--- config.mk ---
export PLATFORM = sky130hd
export DESIGN_NAME = grid_component_grouper_flat
export DESIGN_NICKNAME = d
export VERILOG_FILES = /design/src/hdl/gcg_pkg.sv /design/src/hdl/gcg_if.sv /design/src/hdl/gcg_front.sv /design/src/hdl/gcg_back.sv /design/src/hdl/grid_component_grouper.sv /design/src/flat_wrapper.sv
export VERILOG_INCLUDE_DIRS = /design/src /design/src/hdl
export SDC_FILE = /design/constraint.sdc
export NUM_CORES = 2
export LEC_CHECK = 0
export BUFFER_PORTS_ARGS = -buffer_cell sky130_fd_sc_hd__buf_2
export CORE_ASPECT_RATIO = 1.2
export CORE_MARGIN = 5
export CORE_UTILIZATION = 29
export CTS_BUF_LIST = sky130_fd_sc_hd__clkbuf_4 sky130_fd_sc_hd__clkbuf_8 sky130_fd_sc_hd__clkbuf_16
export DETAILED_ROUTE_END_ITERATION = 6
export SYNTH_ARGS = -nofsm -noshare
export SYNTH_HDL_FRONTEND = slang
export SYNTH_SLANG_ARGS = --single-unit
--- constraint.sdc ---
create_clock -name clock -period 16.05 [get_ports clock]
set_input_delay 1.605 -clock clock [delete_from_list [all_inputs] [get_ports clock]]
set_output_delay 1.605 -clock clock [all_outputs]
set_load 0.02 [all_outputs]
--- src/hdl/grid_component_grouper_defines.svh ---
// ----------------------------------------------------------------------------
// grid_component_grouper assertion macros
// Concurrent assertion wrappers, compiled out with NO_ASSERTIONS.
// ----------------------------------------------------------------------------
`ifndef GRID_COMPONENT_GROUPER_DEFINES_SVH
`define GRID_COMPONENT_GROUPER_DEFINES_SVH
`ifndef NO_ASSERTIONS
`define GCG_ASSERT(label, clk, rst, prop) \
   label: assert property (@(posedge clk) disable iff (rst) prop) else $error("assert failed");
`define GCG_NEVER(label, clk, rst, cond) \
   label: assert property (@(posedge clk) disable iff (rst) !(cond)) else $error("never failed");
`else
`define GCG_ASSERT(label, clk, rst, prop)
`define GCG_NEVER(label, clk, rst, cond)
`endif
`endif

--- src/hdl/gcg_pkg.sv ---
// ----------------------------------------------------------------------------
// gcg_pkg
// Shared constants, types and helpers of the grid component grouper.
// ----------------------------------------------------------------------------
`timescale 1ns / 1ps
package gcg_pkg;
   localparam int GRID_ROWS = 16;
   localparam int GRID_COLS = 16;
   localparam int CELLS     = GRID_ROWS * GRID_COLS;
   localparam int ROW_W     = $clog2(GRID_ROWS);
   localparam int COL_W     = $clog2(GRID_COLS);
   localparam int CELL_W    = $clog2(CELLS);
   localparam int DEPTH_W   = $clog2(CELLS + 1);
   localparam int CMP_W     = 8;
   localparam int FIELD_W   = 4;
   localparam int CFG_W     = 5;
   localparam int GRP_W     = 8;
   localparam int GRP_OUT_W = 7;

   localparam logic CSR_ROWS = 1'b0;
   localparam logic CSR_COLS = 1'b1;

   typedef enum logic {CMD_LOAD = 1'b0, CMD_FETCH = 1'b1} cmd_kind_type;

   typedef struct packed {
      cmd_kind_type     kind;
      logic             in_grid;
      logic [ROW_W-1:0] row;
      logic [COL_W-1:0] col;
      logic             occupied;
   } cmd_type;

   typedef struct packed {
      logic [ROW_W-1:0] row;
      logic [COL_W-1:0] col;
      logic [1:0]       dir;
   } frame_type;

   localparam logic [1:0] DIR_RIGHT = 2'd0;
   localparam logic [1:0] DIR_LEFT  = 2'd1;
   localparam logic [1:0] DIR_DOWN  = 2'd2;
   localparam logic [1:0] DIR_UP    = 2'd3;

   function automatic logic [CELL_W-1:0] cell_idx(input logic [ROW_W-1:0] r,
                                                  input logic [COL_W-1:0] c);
      return CELL_W'(CELL_W'(r) * CELL_W'(GRID_COLS) + CELL_W'(c));
   endfunction
endpackage

--- src/hdl/gcg_if.sv ---
// ----------------------------------------------------------------------------
// gcg channel interfaces
// Request and response channels with valid/ready transfer.
// ----------------------------------------------------------------------------
`timescale 1ns / 1ps
interface gcg_req_if;
   logic       valid;
   logic       ready;
   logic       command;
   logic [3:0] cell_row;
   logic [3:0] cell_col;
   logic       occupied;
   modport source (output valid, command, cell_row, cell_col, occupied, input ready);
   modport sink   (input valid, command, cell_row, cell_col, occupied, output ready);
endinterface

interface gcg_rsp_if;
   logic       valid;
   logic       ready;
   logic [6:0] group_index;
   logic [3:0] square_row;
   logic [3:0] square_col;
   logic       last_in_group;
   logic       none_left;
   modport source (output valid, group_index, square_row, square_col, last_in_group,
                   none_left, input ready);
   modport sink   (input valid, group_index, square_row, square_col, last_in_group,
                   none_left, output ready);
endinterface

--- src/hdl/gcg_front.sv ---
// ----------------------------------------------------------------------------
// gcg_front
// Accepts requests, decodes them and queues them for the walk engine.
// ----------------------------------------------------------------------------
`timescale 1ns / 1ps
module gcg_front (
   input  logic              clock,
   input  logic              reset,
   gcg_req_if.sink           req_ch,
   output logic              q_valid,
   input  logic              q_ready,
   output gcg_pkg::cmd_type  q_item
);
   gcg_pkg::cmd_type q_ff [2];
   logic             wr_ptr_ff;
   logic             rd_ptr_ff;
   logic [1:0]       count_ff;
   gcg_pkg::cmd_type dec;
   logic             push;
   logic             pop;

   always_comb begin
      dec.kind     = req_ch.command ? gcg_pkg::CMD_FETCH : gcg_pkg::CMD_LOAD;
      dec.in_grid  = (gcg_pkg::CMP_W'(req_ch.cell_row) < gcg_pkg::CMP_W'(gcg_pkg::GRID_ROWS)) &&
                     (gcg_pkg::CMP_W'(req_ch.cell_col) < gcg_pkg::CMP_W'(gcg_pkg::GRID_COLS));
      dec.row      = gcg_pkg::ROW_W'(req_ch.cell_row);
      dec.col      = gcg_pkg::COL_W'(req_ch.cell_col);
      dec.occupied = req_ch.occupied;
   end

   assign req_ch.ready = (count_ff != 2'd2);
   assign push    = req_ch.valid && req_ch.ready;
   assign q_valid = (count_ff != 2'd0);
   assign pop     = q_valid && q_ready;
   assign q_item  = q_ff[rd_ptr_ff];

   always_ff @(posedge clock) begin
      if (reset) begin
         wr_ptr_ff <= 1'b0;
         rd_ptr_ff <= 1'b0;
         count_ff  <= 2'd0;
      end else begin
         if (push) begin
            q_ff[wr_ptr_ff] <= dec;
            wr_ptr_ff       <= ~wr_ptr_ff;
         end
         if (pop) rd_ptr_ff <= ~rd_ptr_ff;
         count_ff <= 2'(count_ff + 2'(push) - 2'(pop));
      end
   end
endmodule

--- src/hdl/gcg_back.sv ---
// ----------------------------------------------------------------------------
// gcg_back
// Walk engine: grid and visited map memories, frame stack, scan, result register.
// ----------------------------------------------------------------------------
`timescale 1ns / 1ps
`include "grid_component_grouper_defines.svh"
module gcg_back (
   input  logic                       clock,
   input  logic                       reset,
   input  logic                       q_valid,
   output logic                       q_ready,
   input  gcg_pkg::cmd_type           q_item,
   input  logic [gcg_pkg::CFG_W-1:0]  rows_cfg,
   input  logic [gcg_pkg::CFG_W-1:0]  cols_cfg,
   gcg_rsp_if.source                  rsp_ch
);
   localparam int ROW_W  = gcg_pkg::ROW_W;
   localparam int COL_W  = gcg_pkg::COL_W;
   localparam int CELL_W = gcg_pkg::CELL_W;
   localparam int CMP_W  = gcg_pkg::CMP_W;

   typedef enum logic [2:0] {
      S_CLEAR, S_IDLE, S_ADV, S_CHK, S_POP, S_SCAN, S_SCHK, S_EMIT
   } state_type;

   state_type                     state_ff;
   logic                          phase_ff;
   logic [gcg_pkg::DEPTH_W-1:0]   depth_ff;
   gcg_pkg::frame_type            top_ff;
   logic [ROW_W-1:0]              cur_r_ff;
   logic [COL_W-1:0]              cur_c_ff;
   logic                          ahead_valid_ff;
   logic [ROW_W-1:0]              ahead_r_ff;
   logic [COL_W-1:0]              ahead_c_ff;
   logic [gcg_pkg::GRP_W-1:0]     grp_ff;
   logic [ROW_W-1:0]              scan_r_ff;
   logic [COL_W-1:0]              scan_c_ff;
   logic                          scan_done_ff;
   logic                          last_ff;
   logic                          none_ff;
   logic [CELL_W-1:0]             clr_idx_ff;
   logic                          clr_cells_ff;
   logic                          vis_dirty_ff;
   logic                          cell_mem [gcg_pkg::CELLS];
   logic                          vis_mem [gcg_pkg::CELLS];
   logic                          cell_rd_ff;
   logic                          vis_rd_ff;
   gcg_pkg::frame_type            stack_mem [gcg_pkg::CELLS];
   gcg_pkg::frame_type            rd_data_ff;

   logic                          rsp_valid_ff;
   logic [gcg_pkg::GRP_OUT_W-1:0] rsp_grp_ff;
   logic [3:0]                    rsp_row_ff;
   logic [3:0]                    rsp_col_ff;
   logic                          rsp_last_ff;
   logic                          rsp_none_ff;

   logic [CMP_W-1:0]  rows_eff;
   logic [CMP_W-1:0]  cols_eff;
   logic [ROW_W:0]    nr;
   logic [COL_W:0]    nc;
   logic              nb_in;
   logic [CELL_W-1:0] nb_idx;
   logic              nb_found;
   logic              is_pop;
   logic [CELL_W-1:0] scan_idx;
   logic              scan_in;
   logic              scan_hit;
   logic [CELL_W-1:0] rd_addr;
   logic              load_go;
   logic              cell_we;
   logic [CELL_W-1:0] cell_wa;
   logic              cell_wd;
   logic              vis_we;
   logic [CELL_W-1:0] vis_wa;
   logic              vis_wd;
   logic              out_free;

   always_comb begin
      rows_eff = (CMP_W'(rows_cfg) > CMP_W'(gcg_pkg::GRID_ROWS)) ?
                 CMP_W'(gcg_pkg::GRID_ROWS) : CMP_W'(rows_cfg);
      cols_eff = (CMP_W'(cols_cfg) > CMP_W'(gcg_pkg::GRID_COLS)) ?
                 CMP_W'(gcg_pkg::GRID_COLS) : CMP_W'(cols_cfg);
      nr = (ROW_W+1)'(top_ff.row);
      nc = (COL_W+1)'(top_ff.col);
      unique case (top_ff.dir)
         gcg_pkg::DIR_RIGHT: nc = (COL_W+1)'(nc + 1'b1);
         gcg_pkg::DIR_LEFT:  nc = (COL_W+1)'(nc - 1'b1);
         gcg_pkg::DIR_DOWN:  nr = (ROW_W+1)'(nr + 1'b1);
         default:            nr = (ROW_W+1)'(nr - 1'b1);
      endcase
      nb_in    = (CMP_W'(nr) < rows_eff) && (CMP_W'(nc) < cols_eff);
      nb_idx   = gcg_pkg::cell_idx(nr[ROW_W-1:0], nc[COL_W-1:0]);
      nb_found = nb_in && cell_rd_ff && !vis_rd_ff;
      is_pop   = (top_ff.dir == gcg_pkg::DIR_UP);
      scan_idx = gcg_pkg::cell_idx(scan_r_ff, scan_c_ff);
      scan_in  = (CMP_W'(scan_r_ff) < rows_eff) && (CMP_W'(scan_c_ff) < cols_eff);
      scan_hit = scan_in && cell_rd_ff && !vis_rd_ff;
      rd_addr  = (state_ff == S_SCAN) ? scan_idx : nb_idx;

      load_go  = (state_ff == S_IDLE) && q_valid && (q_item.kind == gcg_pkg::CMD_LOAD);
      cell_we  = (state_ff == S_CLEAR && clr_cells_ff) || (load_go && q_item.in_grid);
      cell_wa  = (state_ff == S_CLEAR) ? clr_idx_ff : gcg_pkg::cell_idx(q_item.row, q_item.col);
      cell_wd  = (state_ff == S_CLEAR) ? 1'b0 : q_item.occupied;
      vis_we   = (state_ff == S_CLEAR) || (state_ff == S_CHK && nb_found) ||
                 (state_ff == S_SCHK && scan_hit);
      vis_wa   = (state_ff == S_CLEAR) ? clr_idx_ff :
                 (state_ff == S_SCHK) ? scan_idx : nb_idx;
      vis_wd   = (state_ff != S_CLEAR);
   end

   assign out_free = !rsp_valid_ff || rsp_ch.ready;
   assign q_ready  = (state_ff == S_IDLE);

   assign rsp_ch.valid         = rsp_valid_ff;
   assign rsp_ch.group_index   = rsp_grp_ff;
   assign rsp_ch.square_row    = rsp_row_ff;
   assign rsp_ch.square_col    = rsp_col_ff;
   assign rsp_ch.last_in_group = rsp_last_ff;
   assign rsp_ch.none_left     = rsp_none_ff;

   // grid and visited maps, registered read
   always_ff @(posedge clock) begin
      cell_rd_ff <= cell_mem[rd_addr];
      vis_rd_ff  <= vis_mem[rd_addr];
      if (cell_we) cell_mem[cell_wa] <= cell_wd;
      if (vis_we) vis_mem[vis_wa] <= vis_wd;
   end

   // frame stack: top frame lives in top_ff, frames below it in the memory
   always_ff @(posedge clock) begin
      rd_data_ff <= stack_mem[CELL_W'(depth_ff - 2'd2)];
      if (state_ff == S_CHK && nb_found && !is_pop)
         stack_mem[CELL_W'(depth_ff - 1'b1)] <=
            '{row: top_ff.row, col: top_ff.col, dir: 2'(top_ff.dir + 1'b1)};
   end

   always_ff @(posedge clock) begin
      if (reset) begin
         state_ff       <= S_CLEAR;
         phase_ff       <= 1'b0;
         depth_ff       <= '0;
         ahead_valid_ff <= 1'b0;
         grp_ff         <= '0;
         scan_r_ff      <= '0;
         scan_c_ff      <= '0;
         scan_done_ff   <= 1'b0;
         clr_idx_ff     <= '0;
         clr_cells_ff   <= 1'b1;
         vis_dirty_ff   <= 1'b0;
         rsp_valid_ff   <= 1'b0;
      end else begin
         if (rsp_valid_ff && rsp_ch.ready && state_ff != S_EMIT) rsp_valid_ff <= 1'b0;
         unique case (state_ff)
            S_CLEAR: begin
               clr_idx_ff <= CELL_W'(clr_idx_ff + 1'b1);
               if (clr_idx_ff == CELL_W'(gcg_pkg::CELLS - 1)) begin
                  clr_cells_ff <= 1'b0;
                  vis_dirty_ff <= 1'b0;
                  state_ff     <= S_IDLE;
               end
            end
            S_IDLE: begin
               if (q_valid) begin
                  if (q_item.kind == gcg_pkg::CMD_LOAD) begin
                     depth_ff       <= '0;
                     scan_r_ff      <= '0;
                     scan_c_ff      <= '0;
                     scan_done_ff   <= 1'b0;
                     grp_ff         <= '0;
                     ahead_valid_ff <= 1'b0;
                     if (vis_dirty_ff) state_ff <= S_CLEAR;
                  end else begin
                     state_ff <= S_ADV;
                     if (ahead_valid_ff) begin
                        cur_r_ff       <= ahead_r_ff;
                        cur_c_ff       <= ahead_c_ff;
                        ahead_valid_ff <= 1'b0;
                        phase_ff       <= 1'b1;
                     end else begin
                        phase_ff <= 1'b0;
                     end
                  end
               end
            end
            S_ADV: begin
               if (depth_ff == '0) begin
                  if (!phase_ff) begin
                     state_ff <= S_SCAN;
                  end else begin
                     last_ff  <= 1'b1;
                     none_ff  <= 1'b0;
                     state_ff <= S_EMIT;
                  end
               end else begin
                  state_ff <= S_CHK;
               end
            end
            S_CHK: begin
               if (nb_found) begin
                  vis_dirty_ff <= 1'b1;
                  if (!is_pop) depth_ff <= gcg_pkg::DEPTH_W'(depth_ff + 1'b1);
                  top_ff <= '{row: nr[ROW_W-1:0], col: nc[COL_W-1:0], dir: gcg_pkg::DIR_RIGHT};
                  if (!phase_ff) begin
                     cur_r_ff <= nr[ROW_W-1:0];
                     cur_c_ff <= nc[COL_W-1:0];
                     phase_ff <= 1'b1;
                     state_ff <= S_ADV;
                  end else begin
                     ahead_r_ff     <= nr[ROW_W-1:0];
                     ahead_c_ff     <= nc[COL_W-1:0];
                     ahead_valid_ff <= 1'b1;
                     last_ff        <= 1'b0;
                     none_ff        <= 1'b0;
                     state_ff       <= S_EMIT;
                  end
               end else if (is_pop) begin
                  depth_ff <= gcg_pkg::DEPTH_W'(depth_ff - 1'b1);
                  if (depth_ff > gcg_pkg::DEPTH_W'(1)) state_ff <= S_POP;
                  else state_ff <= S_ADV;
               end else begin
                  top_ff.dir <= 2'(top_ff.dir + 1'b1);
                  state_ff   <= S_ADV;
               end
            end
            S_POP: begin
               top_ff   <= rd_data_ff;
               state_ff <= S_ADV;
            end
            S_SCAN: begin
               if (scan_done_ff) begin
                  none_ff  <= 1'b1;
                  last_ff  <= 1'b0;
                  state_ff <= S_EMIT;
               end else begin
                  state_ff <= S_SCHK;
               end
            end
            S_SCHK: begin
               if (scan_c_ff == COL_W'(gcg_pkg::GRID_COLS - 1)) begin
                  scan_c_ff <= '0;
                  if (scan_r_ff == ROW_W'(gcg_pkg::GRID_ROWS - 1)) scan_done_ff <= 1'b1;
                  else scan_r_ff <= ROW_W'(scan_r_ff + 1'b1);
               end else begin
                  scan_c_ff <= COL_W'(scan_c_ff + 1'b1);
               end
               if (scan_hit) begin
                  grp_ff       <= gcg_pkg::GRP_W'(grp_ff + 1'b1);
                  vis_dirty_ff <= 1'b1;
                  top_ff   <= '{row: scan_r_ff, col: scan_c_ff, dir: gcg_pkg::DIR_RIGHT};
                  depth_ff <= gcg_pkg::DEPTH_W'(1);
                  cur_r_ff <= scan_r_ff;
                  cur_c_ff <= scan_c_ff;
                  phase_ff <= 1'b1;
                  state_ff <= S_ADV;
               end else begin
                  state_ff <= S_SCAN;
               end
            end
            S_EMIT: begin
               if (out_free) begin
                  rsp_valid_ff <= 1'b1;
                  rsp_none_ff  <= none_ff;
                  rsp_last_ff  <= last_ff;
                  if (none_ff) begin
                     rsp_grp_ff <= '0;
                     rsp_row_ff <= '0;
                     rsp_col_ff <= '0;
                  end else begin
                     rsp_grp_ff <= gcg_pkg::GRP_OUT_W'(grp_ff - 1'b1);
                     rsp_row_ff <= 4'(cur_r_ff);
                     rsp_col_ff <= 4'(cur_c_ff);
                  end
                  state_ff <= S_IDLE;
               end
            end
            default: state_ff <= S_IDLE;
         endcase
      end
   end

   `GCG_ASSERT(a_depth_max, clock, reset, depth_ff <= gcg_pkg::DEPTH_W'(gcg_pkg::CELLS))
   `GCG_NEVER(a_pop_empty, clock, reset, state_ff == S_POP && depth_ff == '0)
   `GCG_ASSERT(a_ahead_stack, clock, reset, ahead_valid_ff |-> depth_ff != '0)
   `GCG_ASSERT(a_none_zero, clock, reset, (rsp_valid_ff && rsp_none_ff) |-> (rsp_grp_ff == '0 && rsp_row_ff == '0 && rsp_col_ff == '0 && !rsp_last_ff))
endmodule

--- src/hdl/grid_component_grouper.sv ---
// ----------------------------------------------------------------------------
// grid_component_grouper
// Groups occupied grid cells into 4-connected components, one cell per fetch.
// ----------------------------------------------------------------------------
// After reset the engine clears its grid and visited maps before it takes the
// first transfer. A load restarts the walk; if the walk has marked any cell
// since the last restart, a clearing pass of the visited map follows. A fetch
// is taken, then probes each neighbor (address, then registered map read),
// pops frames (registered stack read), notes when the stack runs empty, scans
// grid positions for a new group (address, then registered map read, with a
// final step once the scan is past the last position), and loads the output
// register, which waits while a response is still unaccepted. A two-entry
// request queue and the output register decouple the channels from the engine.
`timescale 1ns / 1ps
module grid_component_grouper (
   input  logic                      clock,
   input  logic                      reset,
   gcg_req_if.sink                   req_ch,
   gcg_rsp_if.source                 rsp_ch,
   input  logic                      csr_wr_en,
   input  logic                      csr_index,
   input  logic [gcg_pkg::CFG_W-1:0] csr_wr_data
);
   logic [gcg_pkg::CFG_W-1:0] rows_ff;
   logic [gcg_pkg::CFG_W-1:0] cols_ff;
   logic                      q_valid;
   logic                      q_ready;
   gcg_pkg::cmd_type          q_item;

   always_ff @(posedge clock) begin
      if (reset) begin
         rows_ff <= gcg_pkg::CFG_W'(10);
         cols_ff <= gcg_pkg::CFG_W'(10);
      end else if (csr_wr_en) begin
         unique case (csr_index)
            gcg_pkg::CSR_ROWS: rows_ff <= csr_wr_data;
            gcg_pkg::CSR_COLS: cols_ff <= csr_wr_data;
         endcase
      end
   end

   gcg_front u_front (
      .clock   (clock),
      .reset   (reset),
      .req_ch  (req_ch),
      .q_valid (q_valid),
      .q_ready (q_ready),
      .q_item  (q_item)
   );

   gcg_back u_back (
      .clock    (clock),
      .reset    (reset),
      .q_valid  (q_valid),
      .q_ready  (q_ready),
      .q_item   (q_item),
      .rows_cfg (rows_ff),
      .cols_cfg (cols_ff),
      .rsp_ch   (rsp_ch)
   );
endmodule
--- src/flat_wrapper.sv ---
// flat-port wrapper written by rule: the top's interface ports become plain ports
module grid_component_grouper_flat 
  (clock, reset, csr_wr_en, csr_index, csr_wr_data, req_ch_valid, req_ch_command, req_ch_cell_row, req_ch_cell_col, req_ch_occupied, req_ch_ready, rsp_ch_valid, rsp_ch_group_index, rsp_ch_square_row, rsp_ch_square_col, rsp_ch_last_in_group, rsp_ch_none_left, rsp_ch_ready);
  gcg_req_if req_ch_i ();
  gcg_rsp_if rsp_ch_i ();
  input  logic clock;
  input  logic reset;
  input  logic csr_wr_en;
  input  logic csr_index;
  input  logic [gcg_pkg::CFG_W-1:0] csr_wr_data;
  input wire logic [$bits(req_ch_i.valid)-1:0] req_ch_valid;
  input wire logic [$bits(req_ch_i.command)-1:0] req_ch_command;
  input wire logic [$bits(req_ch_i.cell_row)-1:0] req_ch_cell_row;
  input wire logic [$bits(req_ch_i.cell_col)-1:0] req_ch_cell_col;
  input wire logic [$bits(req_ch_i.occupied)-1:0] req_ch_occupied;
  output wire logic [$bits(req_ch_i.ready)-1:0] req_ch_ready;
  output wire logic [$bits(rsp_ch_i.valid)-1:0] rsp_ch_valid;
  output wire logic [$bits(rsp_ch_i.group_index)-1:0] rsp_ch_group_index;
  output wire logic [$bits(rsp_ch_i.square_row)-1:0] rsp_ch_square_row;
  output wire logic [$bits(rsp_ch_i.square_col)-1:0] rsp_ch_square_col;
  output wire logic [$bits(rsp_ch_i.last_in_group)-1:0] rsp_ch_last_in_group;
  output wire logic [$bits(rsp_ch_i.none_left)-1:0] rsp_ch_none_left;
  input wire logic [$bits(rsp_ch_i.ready)-1:0] rsp_ch_ready;
  assign req_ch_i.valid = req_ch_valid;
  assign req_ch_i.command = req_ch_command;
  assign req_ch_i.cell_row = req_ch_cell_row;
  assign req_ch_i.cell_col = req_ch_cell_col;
  assign req_ch_i.occupied = req_ch_occupied;
  assign req_ch_ready = req_ch_i.ready;
  assign rsp_ch_valid = rsp_ch_i.valid;
  assign rsp_ch_group_index = rsp_ch_i.group_index;
  assign rsp_ch_square_row = rsp_ch_i.square_row;
  assign rsp_ch_square_col = rsp_ch_i.square_col;
  assign rsp_ch_last_in_group = rsp_ch_i.last_in_group;
  assign rsp_ch_none_left = rsp_ch_i.none_left;
  assign rsp_ch_i.ready = rsp_ch_ready;
  grid_component_grouper u_core (.clock(clock), .reset(reset), .req_ch(req_ch_i), .rsp_ch(rsp_ch_i), .csr_wr_en(csr_wr_en), .csr_index(csr_index), .csr_wr_data(csr_wr_data));
endmodule
* Word-level counts from Yosys, hierarchy flattened
Memories as Yosys holds them, arrays and structs flattened. A register that Yosys moved wholly into a read port is not among the register bits.
Index checks and enable logic that the tools add are counted.
W data, S select, Z words.
** Cells by class
- Divide/modulo/power cells :: 0
- Add/subtract/negate cells :: 18
- Magnitude comparators :: 7
- Reduce and logical (&&, ||, !) cells :: 54
- Shifts and indexed selects :: 0
- Bitwise operators :: 5
- Multiplexer cells :: 102
- $mul :: 0
- Eq/ne operators :: 35
** Operators with widths (number)
- $mux W4 :: 17
- $mux W8 :: 8
- $mux W9 :: 6
- $mux W1 :: 38
- $mux W3 :: 11
- $pmux W10 S3 :: 1
- $ne A2 B2 Y1 const B :: 14
- $reduce_and A4 Y1 :: 7
- $pmux W9 S3 :: 1
- $add A8 B4 Y8 :: 3
- $pmux W3 S8 :: 1
- $pmux W4 S3 :: 2
- $pmux W5 S2 :: 2
- $reduce_and A5 Y1 :: 4
- $add A8 B1 Y8 const B :: 2
- $pmux W4 S2 :: 2
- $pmux W8 S2 :: 1
- $logic_and A1 B1 Y1 :: 15
- $ne A3 B3 Y1 const B :: 5
- $reduce_bool A3 Y1 :: 5
- $eq A3 B3 Y1 const B :: 4
- $pmux W1 S3 :: 4
- $add A4 B1 Y5 const B :: 2
- $gt A5 B5 Y1 const B :: 2
- 37 further kinds :: 64
** Word-level totals
- Bits in writable memories :: 3092
- Register bits :: 101
- Input port bits :: 21
- Word-level logic and storage cells :: 256
- ROM bits :: 0
- Memories kept :: 4
- Latch bits :: 0
** Memories
- u_core.u_back.stack_mem :: words 256, width 10, read ports 1, clocked after Yosys merged registers in 1, wr ports 1, RTL line gcg_back.sv:48 : gcg_pkg::frame_type stack_mem [gcg_pkg::CELLS];
- u_core.u_back.cell_mem :: words 256, width 1, read ports 1, clocked after Yosys merged registers in 1, wr ports 1, RTL line gcg_back.sv:44 : logic cell_mem [gcg_pkg::CELLS];
- u_core.u_back.vis_mem :: words 256, width 1, read ports 1, clocked after Yosys merged registers in 1, wr ports 1, RTL line gcg_back.sv:45 : logic vis_mem [gcg_pkg::CELLS];
- u_core.u_front.q_ff :: words 2, width 10, read ports 1, clocked after Yosys merged registers in 1, wr ports 1, RTL line gcg_front.sv:14 : gcg_pkg::cmd_type q_ff [2];

* Depth between registers and ports, before layout
- Depth in word-level cells :: 12
- Depth in mapped cells :: 21
- Gate-level depth less buffers :: 16

* By module
Synthesis repeated with hierarchy kept, for this count alone.
** Unflattened totals
- Cell total of the unflattened synthesis :: 6461
- Area, all modules :: 128597.1 µm²
** By module, submodules not included
- gcg_back :: area an instance 127215.8 µm², cells each 6364, times used 1
- gcg_front :: area an instance 969.7 µm², cells each 57, times used 1
- grid_component_grouper :: area an instance 411.6 µm², cells each 40, times used 1

* Worst setup path after synthesis
Ideal clock, no wire load.
- Kind :: flip-flop to flip-flop
- From :: reg u_core.u_back.top_ff[3] in the netlist's numbering
- To :: mem u_core.u_back.stack_mem[100][0] in the netlist's numbering (enable)
- Stages on the path, launching flop included :: 19
- Library setup time :: 0.376 ns
- Buffers on the path :: 5
- Setup slack :: 7.675 ns
- Arrival :: 7.998 ns
- Cell sequence :: edfxtp_1 buf_2 xor2_1 ha_1 a21o_1 a221oi_2 clkbuf_1 or2_2 clkbuf_1 inv_1 ha_1 a21o_1 maj3_2 a2111o_1 buf_2 nor3_2 nand2_1 clkbuf_1 nor2_1
** On the way
- Word-level cells in the longest chain between the ends :: 10
- Elaborated cells between the ends (all ways) :: 11
** RTL lines
- start, declared :: RTL line gcg_back.sv:29 : gcg_pkg::frame_type top_ff;
- start signal, assigned :: RTL line gcg_back.sv:203 : top_ff <= '{row: nr[ROW_W-1:0], col: nc[COL_W-1:0], dir: gcg_pkg::DIR_RIGHT};
- start signal, assigned :: RTL line gcg_back.sv:227 : top_ff <= rd_data_ff;
- start signal, assigned :: RTL line gcg_back.sv:250 : top_ff <= '{row: scan_r_ff, col: scan_c_ff, dir: gcg_pkg::DIR_RIGHT};
- $sub A4 B1 Y5 or $add A4 B1 Y5 (tied branches) :: RTL line gcg_back.sv:88, gcg_back.sv:87
- $pmux W5 S2 (*) :: RTL line gcg_back.sv:86 : unique case (top_ff.dir)
- $lt A5 B5 Y1 (*) :: RTL line gcg_back.sv:92 : nb_in = (CMP_W'(nr) < rows_eff) && (CMP_W'(nc) < cols_eff);
- $logic_and A1 B1 Y1 (*) :: RTL line gcg_back.sv:92
- $logic_and A1 B1 Y1 (*) (2 in a row) :: RTL line gcg_back.sv:94 : nb_found = nb_in && cell_rd_ff && !vis_rd_ff;
- $logic_and A1 B1 Y1 (*) (2 in a row) :: RTL line gcg_back.sv:133 : if (state_ff == S_CHK && nb_found && !is_pop)
- $mux W1 (*) :: RTL line gcg_back.sv:133
- $mux W1 (not written as such) (*) :: RTL line gcg_back.sv:134 : stack_mem[CELL_W'(depth_ff - 1'b1)] <=
- end, declared :: RTL line gcg_back.sv:48
Mark *: on every way between the ends. The rest lies on a longest branch, timed or not.

* Final worst setup path
- From :: reg u_core.u_back.top_ff[1] in the netlist's numbering
- To :: mem u_core.u_back.stack_mem[162][0] in the netlist's numbering (enable)
** On the way
- Word-level cells in the longest chain between the ends :: 11
- Elaborated cells between the ends (all ways) :: 17
** RTL lines (RTL line)
- $eq A2 B1 Y1 or $logic_not A2 Y1 (tied branches) :: gcg_back.sv:86
- $reduce_or A2 Y1 (no source line)
- $pmux W5 S2 :: gcg_back.sv:86
- $lt A5 B5 Y1 :: gcg_back.sv:92
- $logic_and A1 B1 Y1 :: gcg_back.sv:92
- $logic_and A1 B1 Y1 (2 in a row) :: gcg_back.sv:94
- $logic_and A1 B1 Y1 :: gcg_back.sv:133
- $logic_and A1 B1 Y1 (*) :: gcg_back.sv:133
- $mux W1 (*) :: gcg_back.sv:133
- $mux W1 (not written as such) (*) :: gcg_back.sv:134
Marks and branches as above.

==> flow_metrics.env <==
export IMPL_cts_resized=0
export IMPL_worst_ir_drop_vdd_uv=90.3
export IMPL_synthesis_area_sq_mm=0.129
export IMPL_place_hpwl_mm=202
export IMPL_drt_pre_antenna_iters=5
export IMPL_synth_xor_area_share_pct=0.265
export IMPL_clkSinkCount=3205
export IMPL_grt_first_pass_wirelength_mm=481
export IMPL_post_route_util_pct=33.0
export IMPL_fin_setup_tns_ns=0
export IMPL_worstPathRequired_ns=16.52
export IMPL_floorplan_die_area_sq_mm=0.458
export IMPL_initial_utilization_pct=29.1
export IMPL_hp_class="flip-flop to flip-flop"
export IMPL_finalMaxSlewViolations=0
export IMPL_die_width_microns=619
export IMPL_critPathCaptureType="flip-flop"
export IMPL_ys_seq_elements=3205
export IMPL_finalClockSkew_ns=0.0955
export IMPL_min_period_ns=7.02
export IMPL_power_per_cell_area_mw_per_mm2=113
export IMPL_timing_setup_critical_path_class="flip-flop to flip-flop"
export IMPL_synth_cell_types=87
export IMPL_synth_yosys_seq_area_share_pct=74.1
export IMPL_ant_nets=0
export IMPL_maximum_number_of_pins_on_one_net_before_global_route_repair=188
export IMPL_first_iter_violations=7671
export IMPL_area_post_placement_sq_mm=0.136
export IMPL_timing_critical_path_from_type="flip-flop"
export IMPL_synth_avg_cell_area_sq_um=18.8
export IMPL_detailed_route_vias_per_instance=5.08
export IMPL_hold_violations=0
export IMPL_global_route_usage_total_pct=14.0
export IMPL_postSynthNetCount=6906
export IMPL_dominantRegCellSynth="sky130_fd_sc_hd__edfxtp_1"
export IMPL_post_route_cells_drive_above_1_share_pct=21.9
export IMPL_synth_top_cell_area_share_pct=73.1
export IMPL_coreArea_sq_mm=0.444
export IMPL_routed_via_count=66402
export IMPL_drt_drc_violations_left=0
export IMPL_worstSkewPairLatency_ns=0.88
export IMPL_final_design_area_no_fill_sq_mm=0.146
export IMPL_tritoncts="built"
export IMPL_portBuffers=39
export IMPL_timing_final_setup_violations=0
export IMPL_max_slew_margin_rel_pct=8.41
export IMPL_antenna_found_initial=6
export IMPL_synthesis_yosys_warnings=0
export IMPL_route_final_wire_length_mm=332
export IMPL_ios=40
export IMPL_rsz0062_at_grt="no"
export IMPL_detail_route_wl_per_cell_microns=25.4
export IMPL_postCtsHoldBufs=0
export IMPL_clk_path_buf_depth=4
export IMPL_critical_path_peak_fanout=24
export IMPL_post_route_period_util_pct=43.7
export IMPL_p_leak_nw=43.4
export IMPL_post_cts_setup_buffers=0
export IMPL_status="complete, no violations"
export IMPL_synth_edff_count=3137
export IMPL_synth_area_mux_share_pct=15.7
export IMPL_yosys_area_top_type="sky130_fd_sc_hd__edfxtp_1"
export IMPL_data_arrival_at_the_endpoint_of_the_critical_path_ns=7.49
export IMPL_design_final_nets=6957
export IMPL_dominant_combinational_cell_family_by_area_after_synthesis="multiplexers"
export IMPL_post_synth_and_or_nand_nor_area_fraction_pct=5.22
export IMPL_floorplan_die_height_microns=740
export IMPL_htree_levels=5
export IMPL_max_freq_ghz=0.142
export IMPL_synthAdderAreaFrac_pct=0.403
export IMPL_clockRootBuffer="sky130_fd_sc_hd__clkbuf_16"
export IMPL_async_flop_share_pct=0
export IMPL_cts_reportedPaths_clkPinSlew_ns=0.06
export IMPL_first_global_vias=66966
export IMPL_synth_top_cells_by_area="sky130_fd_sc_hd__edfxtp_1 (73%), sky130_fd_sc_hd__mux4_2 (14%), sky130_fd_sc_hd__nor2_1 (2.6%)"
export IMPL_cts_buffers=310
export IMPL_globalRoute_totalOverflow=0
export IMPL_syn_instance_count=6845
export IMPL_synth_compound_gate_area_share_pct=2.86
export IMPL_gp_congestion=0.884
export IMPL_reg2reg_slack_ns=9.03
export IMPL_maxCapViolations=0
export IMPL_std_cell_rows=268
export IMPL_syn2layout_area_growth_pct=13.5
export IMPL_max_slew_worst_pin_slew_ns=1.37
-- worst paths after layout --
| check | from | depth (start not counted) | to |
|---|---|---|---|
| min reg2reg | u_core.u_back.clr_cells_ff | 2 | u_core.u_back.clr_cells_ff |
| min | u_core.u_back.clr_cells_ff | 2 | u_core.u_back.clr_cells_ff |
| max reg2reg | u_core.u_back.top_ff[1] | 17 | u_core.u_back.stack_mem[162][0] |
| max | u_core.u_back.top_ff[1] | 17 | u_core.u_back.stack_mem[162][0] |
-- state kept, by name (all words and copies together), names as in the netlist, 5 cells and up, named ones only --
| signal | flops |
|---|---|
| u_core.u_back.depth_ff | 9 |
| u_core.u_back.vis_mem | 256 |
| u_core.u_back.stack_mem | 2560 |
| u_core.cols_ff | 5 |
| u_core.u_back.rsp_ch.group_index | 7 |
| u_core.u_back.clr_idx_ff | 8 |
| u_core.u_back.cell_mem | 256 |
| u_core.rows_ff | 5 |
| u_core.u_front.q_ff | 20 |
| u_core.u_back.rd_data_ff | 10 |
| u_core.u_back.top_ff | 10 |
| u_core.u_back.grp_ff | 7 |
-- per-stage QoR --
step / hold slack, ns / power, mW / setup slack (ns) / std cells
final: 0.452 / 16.5 / 9.03 / 13079
after global routing: 0.462 / 16.9 / 8.77 / 13076
after CTS: 0.454 / 16.6 / 9.11 / 13075
after detailed placement: 0.444 / 9.29 / 9.09 / 12524
after global placement: 0.441 / 9.29 / 9.23 / 12524
after floorplan: 0.400 / 9.26 / 7.68 / 6845
-- logic make-up after synthesis --
| logic type | count (synthesis) |
|---|---|
| xor gates and xnor gates | 39 |
| DFF | 3205 |
| AOI/OAI and AO/OA | 517 |
| buffers and inverters | 463 |
| muxes | 989 |
| adders and majority gates | 41 |
| and+or+nand+nor | 1591 |
-- where the power goes --
group          switching, mW  leakage, nW  total (mW)  internal [mW]
clock                   3.12         5.02        7.37           4.25
sequential           0.00479         28.9        9.05           9.05
combinational         0.0439         9.47      0.0576         0.0137
-- cell usage in the layout (no fill, tap or decap), types with 35 or more instances in the layout --
master and n:
sky130_fd_sc_hd__a211oi_1 79, sky130_fd_sc_hd__a21oi_1 138, sky130_fd_sc_hd__and3_1 35, sky130_fd_sc_hd__buf_2 39
sky130_fd_sc_hd__buf_4 112, sky130_fd_sc_hd__clkbuf_16 320, sky130_fd_sc_hd__clkbuf_4 44, sky130_fd_sc_hd__clkinv_1 49
sky130_fd_sc_hd__clkinv_2 62, sky130_fd_sc_hd__dfxtp_1 66, sky130_fd_sc_hd__edfxtp_1 3137, sky130_fd_sc_hd__ha_1 37
sky130_fd_sc_hd__inv_1 36, sky130_fd_sc_hd__mux2i_1 149, sky130_fd_sc_hd__mux4_2 827, sky130_fd_sc_hd__nand2_1 357
sky130_fd_sc_hd__nand3_1 94, sky130_fd_sc_hd__nor2_1 897, sky130_fd_sc_hd__nor2b_1 61, sky130_fd_sc_hd__o21ai_0 49
-- synthesized netlist by cell type, types with 38 or more instances --
library cell                  n
sky130_fd_sc_hd__a211oi_1    79
sky130_fd_sc_hd__a21oi_1    139
sky130_fd_sc_hd__buf_1       69
sky130_fd_sc_hd__buf_2       49
sky130_fd_sc_hd__clkbuf_1   299
sky130_fd_sc_hd__dfxtp_1     68
sky130_fd_sc_hd__edfxtp_1  3137
sky130_fd_sc_hd__ha_1        39
sky130_fd_sc_hd__inv_1       38
sky130_fd_sc_hd__mux2i_1    151
sky130_fd_sc_hd__mux4_2     827
sky130_fd_sc_hd__nand2_1    357
sky130_fd_sc_hd__nand3_1     94
sky130_fd_sc_hd__nor2_1     899
sky130_fd_sc_hd__nor2b_1     61
sky130_fd_sc_hd__o21ai_0     49
-- layout make-up --
cell class,instances,area (sq um)
antenna,4,10.0
tap,5940,7430
clock inverter,185,1810
multi-input combinational,3177,31700
sequential,3205,95600
fill,41555,297000
clock buffer,366,8370
inverter,39,159
timing repair buffer,163,1280
-- worst max-delay path, cell delays in order (launching register included) --
cell and delay (ns):
sky130_fd_sc_hd__edfxtp_1 0.43, sky130_fd_sc_hd__inv_1 0.16, sky130_fd_sc_hd__ha_1 0.73, sky130_fd_sc_hd__xor2_1 0.15, sky130_fd_sc_hd__ha_1 0.26, sky130_fd_sc_hd__a21o_1 0.20, sky130_fd_sc_hd__a221oi_2 0.25, sky130_fd_sc_hd__buf_4 0.34
sky130_fd_sc_hd__or2_2 0.30, sky130_fd_sc_hd__inv_1 0.12, sky130_fd_sc_hd__ha_1 0.31, sky130_fd_sc_hd__a21o_1 0.17, sky130_fd_sc_hd__maj3_2 0.36, sky130_fd_sc_hd__a2111o_1 0.77, sky130_fd_sc_hd__nor3_2 0.50, sky130_fd_sc_hd__nand2_1 0.42
sky130_fd_sc_hd__buf_4 0.41, sky130_fd_sc_hd__nor2_1 0.73
-- layer usage --
| metal | track usage (%) | vias to the layer above | share of wire, % |
|---|---|---|---|
| li1 | - | 27643 | - |
| met1 | 18.7 | 35176 | 40 |
| met2 | 23.2 | 3031 | 49 |
| met3 | 2.52 | 548 | 7.5 |
| met4 | 4.34 | 4 | 3.4 |
| met5 | 0 | - | 0.0081 |
Note: power is estimated with default switching activity, not from simulation.
